File: src/rtl/core/pbt_pkg.sv
// Shared types and codes for the priority behavior table.
// Used by the controller, the datapath and the top level; no dependencies.
`timescale 1ns / 1ps
package pbt_pkg;

  localparam int unsigned ID_W   = 6;
  localparam int unsigned PRIO_W = 16;
  localparam int unsigned MASK_W = 64;

  typedef enum logic [1:0] {
    OP_REGISTER   = 2'd0,
    OP_UNREGISTER = 2'd1,
    OP_SELECT     = 2'd2,
    OP_RESET_WALK = 2'd3
  } op_t;

  typedef enum logic [1:0] {
    ST_DONE      = 2'd0,
    ST_DUPLICATE = 2'd1,
    ST_FULL      = 2'd2,
    ST_NONE      = 2'd3
  } status_t;

  typedef enum logic [2:0] {
    S_IDLE,
    S_SCAN,
    S_WALK,
    S_LINK,
    S_EMIT
  } state_t;

  // Commands from the controller to the datapath.
  typedef struct packed {
    logic load;      // capture the input item, start a walk at the head
    logic scan_step; // examine one slot for duplicate id and free slot
    logic walk_step; // examine one list entry
    logic link;      // perform the list update
    logic emit_take; // the pending result was transferred
  } cmd_t;

  // Status from the datapath to the controller.
  typedef struct packed {
    logic scan_done;
    logic walk_done;
    logic need_link;
    logic emit_pending;
    logic result_final;
  } stat_t;

endpackage

File: src/rtl/core/pbt_ctrl.sv
// Sequencer for the priority behavior table.
// Depends on pbt_pkg for the state, command and status types.
`timescale 1ns / 1ps
module pbt_ctrl (
  input  logic          clk,
  input  logic          rst_n,
  input  logic          in_valid,
  input  pbt_pkg::op_t  op,
  input  logic          out_ready,
  input  pbt_pkg::stat_t st,
  output pbt_pkg::cmd_t cmd,
  output logic          in_ready,
  output logic          out_valid
);
  import pbt_pkg::*;

  state_t state_r, state_nxt;

  always_ff @(posedge clk) begin
    if (!rst_n) begin
      state_r <= S_IDLE;
    end else begin
      state_r <= state_nxt;
    end
  end

  always_comb begin
    state_nxt = state_r;
    case (state_r)
      S_IDLE: begin
        if (in_valid) begin
          state_nxt = (op == OP_REGISTER) ? S_SCAN : S_WALK;
        end
      end
      S_SCAN: begin
        if (st.scan_done) begin
          state_nxt = st.need_link ? S_WALK : S_EMIT;
        end
      end
      S_WALK: begin
        if (st.emit_pending) begin
          state_nxt = S_EMIT;
        end else if (st.walk_done) begin
          state_nxt = st.need_link ? S_LINK : S_EMIT;
        end
      end
      S_LINK: state_nxt = S_EMIT;
      S_EMIT: begin
        if (out_ready) begin
          state_nxt = st.result_final ? S_IDLE : S_WALK;
        end
      end
      default: state_nxt = S_IDLE;
    endcase
  end

  always_comb begin
    cmd       = '0;
    in_ready  = 1'b0;
    out_valid = 1'b0;
    case (state_r)
      S_IDLE: begin
        in_ready = 1'b1;
        cmd.load = in_valid;
      end
      S_SCAN: cmd.scan_step = 1'b1;
      S_WALK: cmd.walk_step = !st.emit_pending && !st.walk_done;
      S_LINK: cmd.link = 1'b1;
      S_EMIT: begin
        out_valid     = 1'b1;
        cmd.emit_take = out_ready;
      end
      default: ;
    endcase
  end

endmodule

File: src/rtl/core/pbt_dp.sv
// Datapath of the priority behavior table: entry store, walk pointers, result.
// Depends on pbt_pkg for codes and the command and status structs.
`timescale 1ns / 1ps
module pbt_dp #(
  parameter int unsigned MAX_ENTRIES = 16
) (
  input  logic                       clk,
  input  logic                       rst_n,
  input  pbt_pkg::cmd_t              cmd,
  input  pbt_pkg::op_t               in_operation,
  input  logic [pbt_pkg::ID_W-1:0]   in_behavior_id,
  input  logic                       in_has_reset,
  input  logic [pbt_pkg::PRIO_W-1:0] in_priority_req,
  input  logic [pbt_pkg::MASK_W-1:0] in_request_mask,
  output pbt_pkg::stat_t             st,
  output pbt_pkg::status_t           out_status,
  output logic [pbt_pkg::ID_W-1:0]   out_result_id,
  output logic                       out_last
);
  import pbt_pkg::*;

  localparam int unsigned IW = $clog2(MAX_ENTRIES + 1);
  localparam int unsigned SW = $clog2(MAX_ENTRIES);
  localparam logic [IW-1:0] END_MARK = IW'(MAX_ENTRIES);

  logic [MAX_ENTRIES-1:0] valid_r;
  logic [ID_W-1:0]        id_r    [MAX_ENTRIES];
  logic [PRIO_W-1:0]      prio_r  [MAX_ENTRIES];
  logic                   flag_r  [MAX_ENTRIES];
  logic [IW-1:0]          next_r  [MAX_ENTRIES];
  logic [IW-1:0]          head_r;

  op_t               op_r;
  logic [ID_W-1:0]   bid_r;
  logic              hr_r;
  logic [PRIO_W-1:0] pr_r;
  logic [MASK_W-1:0] mask_r;

  logic [IW-1:0] cur_r, prev_r, free_r;
  logic [IW-1:0] steps_r;
  logic          hit_r;    // walk found its target
  logic          hold_v_r; // reset walk holds a flagged entry not yet shown
  logic [ID_W-1:0] hold_id_r;
  logic          dup_r;
  logic          pend_r;   // a reset-walk entry awaits emission
  logic          done_r;

  status_t         res_st_r;
  logic [ID_W-1:0] res_id_r;
  logic            res_last_r;

  logic [SW-1:0] cs;
  logic          cur_in;
  logic          walk_end;

  assign cs       = cur_r[SW-1:0];
  assign cur_in   = (cur_r < END_MARK) && (steps_r < END_MARK);
  assign walk_end = !cur_in || hit_r;

  always_comb begin
    st              = '0;
    st.scan_done    = (steps_r == END_MARK) || dup_r;
    st.walk_done    = walk_end;
    st.need_link    = (op_r == OP_REGISTER) ? (!dup_r && free_r != END_MARK)
                    : (op_r == OP_UNREGISTER) ? hit_r : 1'b0;
    st.emit_pending = pend_r;
    st.result_final = done_r;
  end

  assign out_status    = res_st_r;
  assign out_result_id = res_id_r;
  assign out_last      = res_last_r;

  always_ff @(posedge clk) begin
    if (!rst_n) begin
      valid_r  <= '0;
      head_r   <= END_MARK;
      pend_r   <= 1'b0;
      done_r   <= 1'b0;
      hold_v_r <= 1'b0;
    end else begin
      if (cmd.load) begin
        op_r     <= in_operation;
        bid_r    <= in_behavior_id;
        hr_r     <= in_has_reset;
        pr_r     <= in_priority_req;
        mask_r   <= in_request_mask;
        cur_r    <= head_r;
        prev_r   <= END_MARK;
        free_r   <= END_MARK;
        steps_r  <= '0;
        hit_r    <= 1'b0;
        dup_r    <= 1'b0;
        hold_v_r <= 1'b0;
        pend_r   <= 1'b0;
        done_r   <= 1'b0;
      end
      if (cmd.scan_step) begin
        if (steps_r == END_MARK || dup_r) begin
          // Scan over: form the register result and set up the insertion walk from the head.
          steps_r <= '0;
          cur_r   <= head_r;
          if (dup_r) begin
            res_st_r <= ST_DUPLICATE;
          end else if (free_r == END_MARK) begin
            res_st_r <= ST_FULL;
          end else begin
            res_st_r <= ST_DONE;
          end
          res_id_r   <= bid_r;
          res_last_r <= 1'b1;
          done_r     <= 1'b1;
        end else begin
          if (valid_r[steps_r[SW-1:0]]) begin
            if (id_r[steps_r[SW-1:0]] == bid_r) begin
              dup_r <= 1'b1;
            end
          end else if (free_r == END_MARK) begin
            free_r <= steps_r;
          end
          steps_r <= steps_r + 1'b1;
        end
      end
      if (cmd.walk_step) begin
        case (op_r)
          OP_REGISTER: begin
            if (prio_r[cs] >= pr_r) begin
              prev_r  <= cur_r;
              cur_r   <= next_r[cs];
              steps_r <= steps_r + 1'b1;
            end else begin
              hit_r <= 1'b1;
            end
          end
          OP_UNREGISTER: begin
            if (id_r[cs] != bid_r) begin
              prev_r  <= cur_r;
              cur_r   <= next_r[cs];
              steps_r <= steps_r + 1'b1;
            end else begin
              hit_r <= 1'b1;
            end
          end
          OP_SELECT: begin
            if (mask_r[id_r[cs]]) begin
              hit_r <= 1'b1;
            end else begin
              cur_r   <= next_r[cs];
              steps_r <= steps_r + 1'b1;
            end
          end
          default: begin
            // A flagged entry is held until the next one is found, so the
            // held one is known not to be the last and can be shown.
            if (flag_r[cs]) begin
              if (hold_v_r) begin
                pend_r     <= 1'b1;
                res_id_r   <= hold_id_r;
                res_st_r   <= ST_DONE;
                res_last_r <= 1'b0;
              end
              hold_v_r  <= 1'b1;
              hold_id_r <= id_r[cs];
            end
            cur_r   <= next_r[cs];
            steps_r <= steps_r + 1'b1;
          end
        endcase
      end
      // Form the final result once a walk ends (register results come from the scan).
      if (!cmd.walk_step && !cmd.load && !cmd.scan_step && !cmd.emit_take &&
          !pend_r && walk_end && !done_r) begin
        done_r     <= 1'b1;
        res_last_r <= 1'b1;
        case (op_r)
          OP_UNREGISTER: begin
            res_st_r <= hit_r ? ST_DONE : ST_NONE;
            res_id_r <= bid_r;
          end
          OP_SELECT: begin
            res_st_r <= hit_r ? ST_DONE : ST_NONE;
            res_id_r <= hit_r ? id_r[cs] : '0;
          end
          OP_RESET_WALK: begin
            res_st_r <= hold_v_r ? ST_DONE : ST_NONE;
            res_id_r <= hold_v_r ? hold_id_r : '0;
          end
          default: ;
        endcase
      end
      if (cmd.emit_take) begin
        pend_r <= 1'b0;
        done_r <= 1'b0;
      end
      if (cmd.link) begin
        if (op_r == OP_REGISTER) begin
          valid_r[free_r[SW-1:0]] <= 1'b1;
          id_r[free_r[SW-1:0]]    <= bid_r;
          prio_r[free_r[SW-1:0]]  <= pr_r;
          flag_r[free_r[SW-1:0]]  <= hr_r;
          next_r[free_r[SW-1:0]]  <= cur_r;
          if (prev_r == END_MARK) begin
            head_r <= free_r;
          end else begin
            next_r[prev_r[SW-1:0]] <= free_r;
          end
        end else begin
          valid_r[cs] <= 1'b0;
          if (prev_r == END_MARK) begin
            head_r <= next_r[cs];
          end else begin
            next_r[prev_r[SW-1:0]] <= next_r[cs];
          end
        end
      end
    end
  end

endmodule

File: src/rtl/core/priority_behavior_table_core.sv
// Priority behavior table: a linked list of behaviors in descending priority.
// A register first scans every slot for a duplicate id and a free slot, then walks the
// list to its place, links the new entry and shows the result (duplicate or full: shown
// after the scan). Unregister and select walk the list and show the result, an unregister
// linking out a found entry first; a reset walk examines every entry and shows each flagged one.
// One item at a time: a new item is taken only after the last result is transferred. Reset empties the list.
`timescale 1ns / 1ps
module priority_behavior_table_core #(
  parameter int unsigned MAX_ENTRIES = 16
) (
  input  logic                       clk,
  input  logic                       rst_n,
  input  logic                       in_valid,
  output logic                       in_ready,
  input  logic [1:0]                 in_operation,
  input  logic [pbt_pkg::ID_W-1:0]   in_behavior_id,
  input  logic                       in_has_reset,
  input  logic [pbt_pkg::PRIO_W-1:0] in_priority_req,
  input  logic [pbt_pkg::MASK_W-1:0] in_request_mask,
  output logic                       out_valid,
  input  logic                       out_ready,
  output logic [1:0]                 out_status,
  output logic [pbt_pkg::ID_W-1:0]   out_result_id,
  output logic                       out_last
);
  import pbt_pkg::*;

  // The controller sequences scan, walk, link and emit steps; the datapath
  // holds the table and the walk pointers and reports when each step ends.
  cmd_t    cmd;
  stat_t   st;
  status_t res_st;

  assign out_status = res_st;

  pbt_ctrl u_ctrl (
    .clk      (clk),
    .rst_n    (rst_n),
    .in_valid (in_valid),
    .op       (op_t'(in_operation)),
    .out_ready(out_ready),
    .st       (st),
    .cmd      (cmd),
    .in_ready (in_ready),
    .out_valid(out_valid)
  );

  pbt_dp #(.MAX_ENTRIES(MAX_ENTRIES)) u_dp (
    .clk            (clk),
    .rst_n          (rst_n),
    .cmd            (cmd),
    .in_operation   (op_t'(in_operation)),
    .in_behavior_id (in_behavior_id),
    .in_has_reset   (in_has_reset),
    .in_priority_req(in_priority_req),
    .in_request_mask(in_request_mask),
    .st             (st),
    .out_status     (res_st),
    .out_result_id  (out_result_id),
    .out_last       (out_last)
  );

endmodule

File: config.mk
export PLATFORM = sky130hd
export DESIGN_NAME = priority_behavior_table_core
export DESIGN_NICKNAME = d
export VERILOG_FILES = /design/src/rtl/core/pbt_pkg.sv /design/src/rtl/core/pbt_ctrl.sv /design/src/rtl/core/pbt_dp.sv /design/src/rtl/core/priority_behavior_table_core.sv
export SDC_FILE = /design/constraint.sdc
export NUM_CORES = 1
export LEC_CHECK = 0
export BUFFER_PORTS_ARGS = -buffer_cell sky130_fd_sc_hd__buf_2
export CAP_MARGIN = 20
export CORE_ASPECT_RATIO = 1.4
export CORE_UTILIZATION = 60
export DETAILED_ROUTE_END_ITERATION = 7
export GPL_TIMING_DRIVEN = 0
export PLACE_DENSITY = 0.78
export SLEW_MARGIN = 40
export SYNTH_ARGS = -nofsm -noshare
export SYNTH_HDL_FRONTEND = slang
export SYNTH_SLANG_ARGS = --single-unit
File: constraint.sdc
create_clock -name clk -period 6.85 [get_ports clk]
set_clock_uncertainty 0.15 [all_clocks]
set_input_delay 1.0275 -clock clk [delete_from_list [all_inputs] [get_ports clk]]
set_output_delay 1.0275 -clock clk [all_outputs]
set_load 0.01 [all_outputs]
Word level (Yosys, flattened, before mapping)

Memories as Yosys holds them, arrays and structs flattened. A register that Yosys moved wholly into a read port is not among the register bits.
Index checks and enable logic that the tools add are counted.

Register bits: 153
Bits in writable memories: 448
Bits of input ports: 93
Output and inout port bits: 11
Word-level logic and storage cells: 218
Memories kept: 4

$add $sub $neg: 1
Order comparisons: 9
Equal/unequal tests: 17
Multiplexer cells: 128
Bitwise logic cells: 6
Reductions and logical operators: 32

Memory list:

| memory      | depth | bits a word | rd ports | clocked after memory_dff | write ports | line         | source |
|---|---|---|---|---|---|---|---|
| u_dp.prio_r | 16    | 16          | 1        | 1                        | 1           | pbt_dp.sv:28 | `logic [PRIO_W-1:0] prio_r [MAX_ENTRIES];` |
| u_dp.id_r   | 16    | 6           | 2        | 2                        | 1           | pbt_dp.sv:27 | `logic [ID_W-1:0] id_r [MAX_ENTRIES];` |
| u_dp.next_r | 16    | 5           | 1        | 1                        | 2           | pbt_dp.sv:30 | `logic [IW-1:0] next_r [MAX_ENTRIES];` |
| u_dp.flag_r | 16    | 1           | 1        | 1                        | 1           | pbt_dp.sv:29 | `logic flag_r [MAX_ENTRIES];` |

Operator list:

| cell                 | number |
|---|---|
| $mux W5              | 27 |
| $mux W1              | 55 |
| $mux W6              | 9 |
| $pmux W5 S3          | 2 |
| $mux W2              | 13 |
| $mux W3              | 7 |
| $mux W4              | 5 |
| $pmux W6 S3          | 1 |
| $and A16 B16 Y16     | 1 |
| $ge A16 B16 Y1       | 1 |
| $mux W16             | 1 |
| $not A16 Y16         | 1 |
| $or A16 B16 Y16      | 1 |
| $eq A5 B5 Y1 const B | 3 |
| $lt A4 B5 Y1 const B | 3 |
| $pmux W3 S5          | 1 |
| $logic_and A1 B1 Y1  | 11 |
| $lt A5 B5 Y1 const B | 2 |
| $pmux W5 S2          | 1 |
| $logic_not A1 Y1     | 9 |
| $demux W1 S4         | 2 |
| $ge A4 B1 Y1 const B | 2 |
| $reduce_and A4 Y1    | 2 |
| $lt A6 B7 Y1 const B | 1 |
| 23 further kinds     | 32 |

Longest topological paths before layout

Gate-level depths: netlist of run 1.

Depth after elaboration: 15
Mapped depth: 21
Depth with buffers taken out: 15

Modules after synthesis

From an unflattened synthesis of run 1, not the netlist that was laid out.

Cells, all modules: 1,727
Area, all modules: 27,392.5 µm²

By module, submodules not included:

| module   | instances | cells an instance | area each (µm²) | sequential area each (µm²) |
|---|---|---|---|---|
| pbt_dp   | 1         | 1,683             | 27,040.9        | 17,877.1 |
| pbt_ctrl | 1         | 44                | 351.6           | 60.1 |

Worst setup path before layout of run 1

OpenSTA, ideal clock, no wires.

Kind: flip-flop to flip-flop
Start point: register with a tool-made name
End point: register with a tool-made name
Library setup time: 0.121 ns
Arrival: 5.744 ns
Required time: 6.579 ns
Slack: 0.835 ns
Stages on the path, launching flop included: 21
Path buffers: 7
Period minus slack after synthesis: 6.015 ns
Cells stage by stage: dfxtp_1 -> buf_6 -> buf_6 -> buf_4 -> buf_2 -> clkbuf_1 -> buf_1 -> mux4_2 -> mux4_2 -> ha_1 -> a21o_1 -> a21o_1 -> a211oi_1 -> o21ai_0 -> a21oi_1 -> buf_1 -> mux2_2 -> a2111oi_0 -> a311oi_1 -> o22a_1 -> mux2_4

==> key figures, run 1 <==
Critical path
  – Startpoint types: flip-flop
  – Crit path max-delay family: compound AO/OA/AOI/OAI gates
  – CP Cell Sequence: buf_6, clkbuf_2, clkbuf_1, clkbuf_2, mux4_2, mux4_2, ha_1, a21o_1, a21o_1, a211oi_1, o21ai_0, a21oi_1, clkbuf_2, mux2_2, a2111oi_0, a311oi_1, o22a_1, mux2_4
  – WP depth: 18
  – CP Data Arrival Time: 6790 ps
  – Worst setup EP type: flip-flop
  – Buffers & Inverters on Critical Path: 5
  – Slowest CP cell: clkbuf_1
  – WP data required: 7220 ps
  – Slowest stage delay, CP: 520 ps
  – Worst R2R Path Depth: 18
  – Crit-path most repeated cell: clkbuf_2
  – CP max FO: 18
  – Crit path kind: flip-flop to flip-flop

Power and ir drop
  – Total power: 10.64 mW
  – Static Leak: 10.59 nW
  – Pwr Density: 337.7 nW/um^2
  – Highest ir drop seen on vdd: 0.0002601 V

Floorplan
  – Die Width: 183.1 um
  – Core Footprint: 45120 sq um
  – Row cnt: 92
  – Initial Utilization: 61.03%
  – Boundary Pins: 104
  – Die Footprint: 46770 sq um
  – Die Span Y: 255.5 um

Clock network
  – Clk buf depth: 3
  – # H-tree levels: 2
  – Clock sinks: 609
  – Clock-pin slew on the worst setup and hold paths: 70 ps
  – Worst skew pair latency: 630 ps
  – Root Buffer Master: clkbuf_16
  – CTS Buf Count: 57
  – CTS tree: built

Synth
  – Mapped Area: 27540 sq um
  – Post-Synthesis Cells: 1740
  – Register bit total from synthesis: 609
  – Register area share after synthesis: 65.14%
  – Synth Flop Type: edfxtp_1
  – Yosys top cell area share: 62.59%
  – Mean post-synth cell area: 15.83 sq um
  – Net count after synthesis: 1855
  – Synth area leaders: edfxtp_1 (63%), mux4_2 (14%), dfxtp_1 (2.5%), a21oi_1 (1.9%), nor2_1 (1.7%)
  – Yosys top cell by area: edfxtp_1
  – Post-synth EDFFs: 574
  – Ys Warns: 0
  – Post-synth cell types: 85
  – Async S/R FF share, synth: 0%

Detailed routing
  – Number of DRC markers in iteration 0: 2139
  – Via Count: 17220
  – Vias per cell: 6.657
  – Avg WL per Cell: 27.64 um
  – DRC: 0
  – Post-DRT Antenna Nets: 0
  – Post-Route WL: 71.51 mm
  – Drt first pass iters: 6

GRT
  – Largest net degree at the start of global routing: 37
  – GRT Util Overall: 31.16%
  – Vias in the first global route: 17770
  – Gr ovfl total: 0
  – First-pass GRT wire length: 106.6 mm
  – Initial antenna violation count: 0

Finish
  – Area grow syn2layout: 14.44%
  – Antenna fix cells: 0
  – Filler cells: 2883
  – Finished Layout Cells: 2587
  – Layout Nets: 2043
  – Layout cells sized above 1: 25.96%

Placed design
  – Routability Congestion: 0.9705
  – Port bufs: 103
  – DP HPWL: 47.39 mm
  – Pre-CTS setup slack: -767.3 ps
  – DP Cell Count: 2483

STA
  – Final hold vios: 0
  – Fin crit share: 93.71%
  – Hold WS: 327.2 ps
  – Fin crit period: 6419 ps
  – Final setup viols: 0
  – RSZ-0062 raised after global routing: no
  – Maximum clock rate: 155.8 MHz
  – Worst slew pin tran: 861.2 ps
  – Slew headroom: 42.59%
  – Final worst slack: 430.9 ps
  – Final Max Tran Viols: 0

Hold path
  – Hold Path Class: flip-flop to flip-flop
  – Hold depth: 2

Status
  – Status: completed

Run
  – Number of max-cap violations: 0
logic make-up after synthesis:
group | synth area share [%]
fa+ha+maj | 0.9996
simple gates | 6.434
flops | 65.14
compound gates | 7.797
xor+xnor | 0.4771
mux | 16.37
buf+inv | 2.790
cell usage after synthesis (13+ instances only):
| master | n |
|---|---|
| ha_1 | 22 |
| o21ai_0 | 84 |
| edfxtp_1 | 574 |
| nand2_1 | 122 |
| mux2i_1 | 34 |
| inv_1 | 32 |
| nand3_1 | 19 |
| mux4_2 | 167 |
| a21oi_1 | 106 |
| and2_1 | 17 |
| nor2_1 | 127 |
| dfxtp_1 | 35 |
| mux2_2 | 14 |
| a211oi_1 | 21 |
| buf_6 | 13 |
| nor3_1 | 28 |
| buf_1 | 15 |
| clkbuf_1 | 73 |
worst register-to-register path, stage by stage (launching register included):
cell	delay [ps]
dfxtp_1	330
buf_6	240
clkbuf_2	390
clkbuf_1	520
clkbuf_2	490
mux4_2	380
mux4_2	470
ha_1	310
a21o_1	170
a21o_1	220
a211oi_1	260
o21ai_0	170
a21oi_1	410
clkbuf_2	360
mux2_2	390
a2111oi_0	440
a311oi_1	110
o22a_1	240
mux2_4	260
routing by layer:
layer  wire [um]  GRT usage [%]  vias up
met5           0              0        -
met4        4084          16.81        0
met2       36960          53.36     1020
met3        5625          4.818      264
li1            -              -     7311
met1       24840          37.98     8627
worst paths after layout:
| kind | from | to | slack [ps] |
|---|---|---|---|
| max | flip-flop | flip-flop | 430 |
| min | u_dp.valid_r[14]$_SDFFE_PN0P_ | u_dp.valid_r[14]$_SDFFE_PN0P_ | 330 |
| max reg2reg | flip-flop | flip-flop | 430 |
| min reg2reg | u_dp.valid_r[14]$_SDFFE_PN0P_ | u_dp.valid_r[14]$_SDFFE_PN0P_ | 330 |
flip-flops by register name, indices dropped and copies added, names as in the netlist, 2 cells and up, named ones only:
signal / count
u_ctrl.state_r: 3
u_dp.bid_r: 6
u_dp.cur_r: 5
u_dp.flag_r: 16
u_dp.free_r: 5
u_dp.head_r: 5
u_dp.hold_id_r: 6
u_dp.id_r: 96
u_dp.mask_r: 64
u_dp.next_r: 80
u_dp.op_r: 2
u_dp.out_result_id: 6
u_dp.out_status: 2
u_dp.pr_r: 16
u_dp.prev_r: 5
u_dp.prio_r: 256
u_dp.steps_r: 5
u_dp.valid_r: 16
where the power goes:
group	switching [mW]	leakage, nW	internal, mW
combinational	1.71	4.15	1.29
clock	1.41	0.937	1.84
sequential	0.131	5.50	4.27
total	3.25	10.6	7.39
through the flow:
step / setup TNS [ps] / utilization, % / instance area (sq um)
2_1_floorplan: 0 / - / 27540
3_3_place_gp: -239880 / 63.86 / 28820
3_5_place_dp: -7328 / 65.58 / 29590
4_1_cts: 0 / 69.82 / 31510
5_1_grt: 0 / 69.84 / 31520
6_report: 0 / 69.84 / 31520
what timing repair did:
action	CTS	global route
buffers inserted	0	0
setup endpoints to repair	22	2
resized for setup	7	3
hold buffers	0	0
area by class of cell:
type | instances | area [sq um] | area share (%)
flip-flops and latches | 609 | 17940 | 56.92
well taps | 611 | 764.5 | 2.426
repair buffers | 132 | 1154 | 3.660
plain buffers | 118 | 650.6 | 2.064
inverters | 35 | 133.9 | 0.4248
clock buffers | 71 | 1549 | 4.915
clock inverters | 36 | 366.6 | 1.163
multi-input cells | 975 | 8960 | 28.43
cell usage in the layout (no fill, tap or decap), types with 35 or more instances in the layout:
| cell type | synthesis | final |
|---|---|---|
| edfxtp_1 | 574 | 574 |
| a21oi_1 | 106 | 106 |
| nor2_1 | 127 | 110 |
| clkbuf_1 | 73 | 69 |
| mux4_2 | 167 | 167 |
| o21ai_0 | 84 | 81 |
| buf_2 | 10 | 117 |
| dfxtp_1 | 35 | 35 |
| clkbuf_16 | 0 | 57 |
| nand2_1 | 122 | 122 |
Note: power is estimated with default switching activity, not from simulation.
==> run 2, diff against run 1 <==
==> constraint.sdc (replaced) <==
create_clock -name clk -period 8.2 [get_ports clk]
set_clock_uncertainty 0.15 [all_clocks]
set_input_delay 1.23 -clock clk [delete_from_list [all_inputs] [get_ports clk]]
set_output_delay 1.23 -clock clk [all_outputs]
set_load 0.01 [all_outputs]
==> run 2 against run 1 <==
Critical path depth increased by 1; sequential power shrank 16%; via count up 1.1%; clock power decreased by 16%; design area is the same; global-route usage is 0.060 points higher; largest cell class unchanged.
==> key figures, run 2 (synthesized netlist as in run 1, its figures left out) <==
Critical path
  – Slowest stage delay, CP: 740 ps (+220 ps)
  – Worst setup EP type: flip-flop
  – Crit path kind: flip-flop to flip-flop
  – Startpoint types: flip-flop
  – CP Cell Sequence: buf_6, clkbuf_1, clkbuf_1, clkbuf_1, clkbuf_1, mux4_2, mux4_2, ha_1, a21o_1, a21o_1, a211oi_1, o21ai_0, a21oi_1, buf_1, mux2_2, a2111oi_0, a311oi_1, o22a_1, mux2_4
  – Worst R2R Path Depth: 19 (+1)
  – CP max FO: 10 (-8)
  – Crit-path most repeated cell: clkbuf_1
  – CP Data Arrival Time: 8120 ps (+1330 ps)
  – Slowest CP cell: clkbuf_1
  – WP data required: 8570 ps (+1350 ps)

Clock network
  – CTS Hold Bufs: 0 (unchanged)
  – Clock-pin slew on the worst setup and hold paths: 70 ps (about the same)
  – Post-cts sizing count: 0 (-7)
  – Root Buffer Master: clkbuf_16
  – Worst skew pair latency: 630 ps (about the same)
  – Clk buf depth: 3 (unchanged)
  – CTS Buf Count: 57 (unchanged)
  – Post-CTS setup buffer count: 0 (unchanged)
  – CTS tree: built
  – Clock sinks: 609 (unchanged)
  – # H-tree levels: 2 (unchanged)

STA
  – Final Max Tran Viols: 0 (unchanged)
  – Worst slew pin tran: 897.8 ps (+36.57 ps)
  – Final hold vios: 0 (unchanged)
  – Fin crit share: 94.60% (+0.89 points)
  – RSZ-0062 raised after global routing: no
  – Final worst slack: 442.7 ps (+11.79 ps)
  – Maximum clock rate: 128.9 MHz (-17%)
  – Final setup viols: 0 (unchanged)
  – Fin crit period: 7757 ps (+1338 ps)
  – Slew headroom: 40.15% (-2.4 points)

Placed design
  – Port bufs: 103 (unchanged)
  – Routability Congestion: 0.9705 (unchanged)
  – DP HPWL: 47.39 mm (unchanged)
  – Pre-CTS setup slack: 582.7 ps (+1350 ps)

Detailed routing
  – Post-DRT Antenna Nets: 0 (unchanged)
  – Drt first pass iters: 8 (+2)
  – Via Count: 17420 (+1.1%)
  – DRC: 0 (unchanged)
  – Vias per cell: 6.725 (+1.0%)
  – Avg WL per Cell: 27.70 um (+0.20%)
  – Number of DRC markers in iteration 0: 2334 (+9.1%)
  – Post-Route WL: 71.73 mm (+0.31%)

Power and ir drop
  – Pwr Density: 282.3 nW/um^2 (-16%)
  – Static Leak: 10.58 nW (-0.12%)
  – Total power: 8.895 mW (-16%)
  – Highest ir drop seen on vdd: 0.0002171 V (-17%)

Finish
  – Most common cell after layout, fill and taps aside: edfxtp_1
  – Max reg flops: 256 (unchanged)
  – Area grow syn2layout: 14.44% (unchanged)
  – Most frequent cells in the layout: edfxtp_1 (574), mux4_2 (167), nand2_1 (122)
  – Layout Nets: 2046 (+0.15%)
  – Antenna fix cells: 0 (unchanged)
  – Layout cells sized above 1: 25.67% (-0.29 points)

Floorplan
  – Core Footprint: 45120 sq um (unchanged)
  – Row cnt: 92 (unchanged)
  – Die Width: 183.1 um (unchanged)
  – Die Footprint: 46770 sq um (unchanged)
  – Die Span Y: 255.5 um (unchanged)
  – Initial Utilization: 61.03% (unchanged)
  – Boundary Pins: 104 (unchanged)

GRT
  – Initial antenna violation count: 0 (unchanged)
  – First-pass GRT wire length: 106.9 mm (+0.23%)
  – Gr ovfl total: 0 (unchanged)
  – GRT Util Overall: 31.22% (+0.060 points)
  – Largest net degree at the start of global routing: 37 (unchanged)
  – Vias in the first global route: 17770 (+0.011%)

Hold path
  – Hold Path Class: flip-flop to flip-flop
  – Hold depth: 2 (unchanged)

Run
  – Number of max-cap violations: 0 (unchanged)

Status
  – Status: completed
run 2: changes by cell type in the layout (fill, tap and decap cells not counted):
cell      delta
buf_1        +1
buf_2        +3
clkbuf_1     +7
clkbuf_2     -6
clkbuf_4     -2
run 2: final timing paths:
path	start	to	slack, ps
max	flip-flop	flip-flop	440
min	u_dp.valid_r[14]$_SDFFE_PN0P_	u_dp.valid_r[14]$_SDFFE_PN0P_	330
max reg2reg	flip-flop	flip-flop	440
min reg2reg	u_dp.valid_r[14]$_SDFFE_PN0P_	u_dp.valid_r[14]$_SDFFE_PN0P_	330
run 2: area by class of cell:
class / count / area, sq um
plain buffers: 121 / 650.6
well taps: 611 / 764.5
flip-flops and latches: 609 / 17940
clock inverters: 36 / 366.6
inverters: 35 / 133.9
multi-input cells: 975 / 8960
repair buffers: 132 / 1154
clock buffers: 71 / 1549
fillers: 2884 / 13610
run 2: power breakdown:
part	internal, mW	switching (mW)	total (mW)
registers	3.57	0.110	3.68
logic	1.07	1.44	2.51
clock network	1.53	1.17	2.71
run 2: worst max-delay path: cells and delay by family, from the launching register on:
family          cells  cell delay (ps)
fa+ha+maj           1              300
mux                 4             1570
compound gates      8             2000
buf+inv             6             3290
flops               1              330
run 2: routing by layer:
layer  share of wire, %  track usage (%)  wire length, um
met5                  0                0                0
met4                5.8            17.73             4181
met3                8.2            4.304             5849
met2                 52            53.51            36960
met1                 34            37.99            24740
run 2: stage by stage:
step | cell area [sq um] | utilization (%) | cells | TNS, ps | hold WS, ps
floorplan | 27540 | - | 1740 | 0 | 295.3
global placement | 28820 | 63.86 | 2454 | -130820 | 306.2
detailed placement | 29590 | 65.58 | 2483 | 0 | 321.1
CTS | 31510 | 69.83 | 2590 | 0 | 329.8
global route | 31520 | 69.84 | 2590 | 0 | 359.1
finish | 31520 | 69.84 | 2590 | 0 | 331.3
==> run 3, diff against run 2 <==
--- a/config.mk
+++ b/config.mk
@@ -5,13 +5,14 @@
 export SDC_FILE = /design/constraint.sdc
 export NUM_CORES = 1
 export LEC_CHECK = 0
+export ABC_AREA = 1
 export BUFFER_PORTS_ARGS = -buffer_cell sky130_fd_sc_hd__buf_2
 export CAP_MARGIN = 20
 export CORE_ASPECT_RATIO = 1.4
-export CORE_UTILIZATION = 60
+export CORE_UTILIZATION = 39
 export DETAILED_ROUTE_END_ITERATION = 7
 export GPL_TIMING_DRIVEN = 0
-export PLACE_DENSITY = 0.78
+export HOLD_SLACK_MARGIN = 0.08
 export SLEW_MARGIN = 40
 export SYNTH_ARGS = -nofsm -noshare
 export SYNTH_HDL_FRONTEND = slang
==> run 3 against run 2 <==
Synthesized cell count rose by 54%; final cell count rose by 50%; design area rose by 3.9%.
==> key figures, run 3 <==
Critical path
  – Worst R2R Path Depth: 24 (+5)
  – Crit path kind: flip-flop to flip-flop
  – Startpoint types: flip-flop
  – Worst setup EP type: flip-flop
  – Worst setup path endpoint: u_dp.prev_r[2]$_DFFE_PP_
  – Reg2reg end: u_dp.prev_r[2]$_DFFE_PP_
  – CP max FO: 10 (unchanged)
  – CP Data Arrival Time: 7110 ps (-1010 ps)
  – WP data required: 8420 ps (-150 ps)
  – Flop-to-flop setup slack: 1310 ps (+870 ps)

Synth
  – Yosys top cell by area: edfxtp_1
  – Mean post-synth cell area: 10.47 sq um (-34%)
  – Post-synth cell types: 46 (-46%)
  – Post-synthesis mux area share: 0.1070% (-16 points)
  – Compound-Gate Fraction of Synth Area: 15.26% (+7.5 points)
  – Post-Synth Simple-Gate Area: 13.95% (+7.5 points)
  – Synth Flop Type: edfxtp_1
  – Synth Area in Adders: 0.9807% (-0.019 points)
  – Post-synth EDFFs: 574 (unchanged)
  – Mapped Area: 28070 sq um (+1.9%)
  – Register area share after synthesis: 63.90% (-1.2 points)
  – Async S/R FF share, synth: 0% (unchanged)
  – Synth cell count leaders: edfxtp_1 (574), o21ai_0 (395), nand2_1 (386)
  – Count leader, synth: edfxtp_1
  – Register bit total from synthesis: 609 (unchanged)
  – Ys Warns: 0 (unchanged)
  – Post-Synth XOR/XNOR Area: 0.2496% (-0.23 points)
  – Yosys top cell area share: 61.41% (-1.2 points)
  – Synth area leaders: edfxtp_1 (61%), o21ai_0 (7.0%), nand2_1 (5.2%), nand3_1 (4.0%), nor2_1 (3.7%)
  – Largest family of logic cells by synthesized area: compound AO/OA/AOI/OAI gates
  – Post-Synthesis Cells: 2680 (+54%)
  – Net count after synthesis: 2795 (+51%)

Power and ir drop
  – Pwr Density: 308.9 nW/um^2 (+9.5%)
  – Static Leak: 11.71 nW (+11%)
  – Highest ir drop seen on vdd: 0.0002075 V (-4.4%)

Placed design
  – Port bufs: 103 (unchanged)
  – Dpl cell area: 30620 sq um (+3.5%)
  – DP HPWL: 67.21 mm (+42%)
  – Routability Congestion: 0.9317 (-4.0%)

STA
  – RSZ-0062 raised after global routing: no
  – Hold WS: 336.2 ps (+4.880 ps)
  – Final Max Tran Viols: 0 (unchanged)
  – Maximum clock rate: 145.2 MHz (+13%)
  – Slew headroom: 42.20% (+2.1 points)
  – Fin crit period: 6885 ps (-871.9 ps)
  – Final hold vios: 0 (unchanged)
  – Fin crit share: 83.97% (-11 points)
  – Worst slew pin tran: 867.0 ps (-30.81 ps)
  – Final setup viols: 0 (unchanged)

Run
  – Number of max-cap violations: 0 (unchanged)

Finish
  – Layout cells sized above 1: 11.36% (-14 points)
  – Layout Nets: 2996 (+46%)
  – Most common cell after layout, fill and taps aside: edfxtp_1
  – Area occupied by multi-input gates: 8712 sq um (-2.8%)
  – Design Area, Final: 32730 sq um (+3.9%)
  – Max reg flops: 256 (unchanged)
  – Filler cells: 6574 (+130%)
  – Flip-flop and latch area: 17940 sq um (unchanged)
  – Area grow syn2layout: 16.61%
  – Most frequent cells in the layout: edfxtp_1 (574), nand2_1 (386), o21ai_0 (383)

Floorplan
  – Core Footprint: 71410 sq um (+58%)
  – Die Footprint: 73060 sq um (+56%)
  – Die Span Y: 319.4 um (+25%)
  – Boundary Pins: 104 (unchanged)
  – Initial Utilization: 39.31% (-22 points)
  – Row cnt: 116 (+26%)
  – Die Width: 228.7 um (+25%)

Clock network
  – CTS Hold Bufs: 0 (unchanged)
  – Post-CTS setup buffer count: 0 (unchanged)
  – Clock sinks: 609 (unchanged)
  – Clk buf depth: 3 (unchanged)
  – Worst skew pair latency: 650 ps (+20 ps)
  – Post-cts sizing count: 0 (unchanged)
  – Clock-pin slew on the worst setup and hold paths: 60 ps (about the same)
  – # H-tree levels: 2 (unchanged)
  – CTS Buf Count: 60 (+5.3%)
  – CTS tree: built
  – Root Buffer Master: clkbuf_16

Detailed routing
  – Drt first pass iters: 6 (-2)
  – DRC: 0 (unchanged)
  – Number of DRC markers in iteration 0: 2344 (+0.43%)
  – Post-DRT Antenna Nets: 0 (unchanged)
  – Avg WL per Cell: 24.70 um (-11%)
  – Post-Route WL: 95.72 mm (+33%)
  – Vias per cell: 5.798 (-14%)
  – Via Count: 22470 (+29%)

GRT
  – Vias in the first global route: 22670 (+28%)
  – GRT Util Overall: 25.83% (-5.4 points)
  – Initial antenna violation count: 1 (+1)
  – First-pass GRT wire length: 140.6 mm (+32%)
  – Gr ovfl total: 0 (unchanged)
  – Largest net degree at the start of global routing: 33 (-11%)

Hold path
  – Hold Path Class: flip-flop to flip-flop

Status
  – Status: completed
-- run 3: cell count changes after synthesis, sizes merged, moves of 63 or more --
cell,before,now
inv,34,202
o221ai,2,69
nand2,123,397
o211ai,7,70
nor2,129,274
mux4,170,0
nand3,19,231
o21ai,86,408
-- run 3: stage by stage --
stage | power, mW | utilization, % | TNS (ps) | cells | worst slack, ps
after detailed placement | 7.171 | 42.88 | 0 | 3762 | 1531
after floorplan | 5.902 | - | 0 | 2680 | 1994
after global placement | 7.108 | 41.68 | -161340 | 3727 | -1829
after global routing | 10.56 | 45.84 | 0 | 3876 | 893.3
final | 10.11 | 45.84 | 0 | 3876 | 1315
after CTS | 10.09 | 45.82 | 0 | 3874 | 1482
-- run 3: worst min path at each step --
stage	from	end	slack, ps	depth (start not counted)
after floorplan	u_dp.valid_r[6]$_SDFFE_PN0P_	u_dp.valid_r[6]$_SDFFE_PN0P_	290	2
after global placement	u_dp.valid_r[6]$_SDFFE_PN0P_	u_dp.valid_r[6]$_SDFFE_PN0P_	320	2
after detailed placement	u_dp.head_r[3]$_SDFFE_PN0P_	u_dp.head_r[3]$_SDFFE_PN0P_	320	2
after CTS	u_dp.head_r[3]$_SDFFE_PN0P_	u_dp.head_r[3]$_SDFFE_PN0P_	330	2
after global routing	u_dp.head_r[3]$_SDFFE_PN0P_	u_dp.head_r[3]$_SDFFE_PN0P_	350	2
final	u_dp.head_r[3]$_SDFFE_PN0P_	u_dp.head_r[3]$_SDFFE_PN0P_	340	2
-- run 3: area by class of cell --
type                            instances  share of cell area, %
Sequential cell                       609                  54.80
Antenna cell                            1               0.007645
Clock buffer                           72                  4.908
Clock inverter                         40                  1.514
Buffer                                171                  2.435
Multi-Input combinational cell       1696                  26.62
Tap cell                              944                  3.609
Inverter                              204                  2.339
Timing Repair Buffer                  139                  3.769
-- run 3: metal layers --
layer / wire length [um] / GRT usage, % / share of wire (%) / up-vias
met1: 34600 / 28.79 / 36 / 10830
met2: 47530 / 45.09 / 50 / 1212
li1: - / - / - / 10080
met3: 6398 / 4.039 / 6.7 / 348
met5: 0 / 0 / 0 / -
met4: 7197 / 18.05 / 7.5 / 0
-- run 3: critical path: stages, from the launching register on --
cell and delay, ps:
dfxtp_1 440, buf_6 200, buf_6 170, buf_6 160, clkbuf_1 530, clkbuf_1 510, clkbuf_1 540, clkbuf_1 600
nor2_1 110, o221ai_1 320, nand3_1 200, nand2_1 150, ha_1 150, nand2_1 70, inv_1 50, nand3_1 80
nor3_1 280, nand3_1 120, nand3_1 250, clkbuf_1 490, clkinv_1 440, o21ai_0 280, o22ai_1 100, nand2_1 80
o21ai_0 90
-- run 3: kinds of logic (layout without fill, tap and decap cells) --
kind of cell	count (synthesis)	count (layout)
fa+ha+maj	22	22
other cells	0	1
flops	609	609
xor+xnor	8	8
compound gates	736	736
simple gates	927	927
buf+inv	375	626
mux	3	3
-- run 3: where the power goes --
group	switching (mW)	internal, mW	total, mW
logic	2.47	0.988	3.45
clock network	1.22	1.71	2.93
registers	0.131	3.59	3.72
total	3.82	6.30	10.1
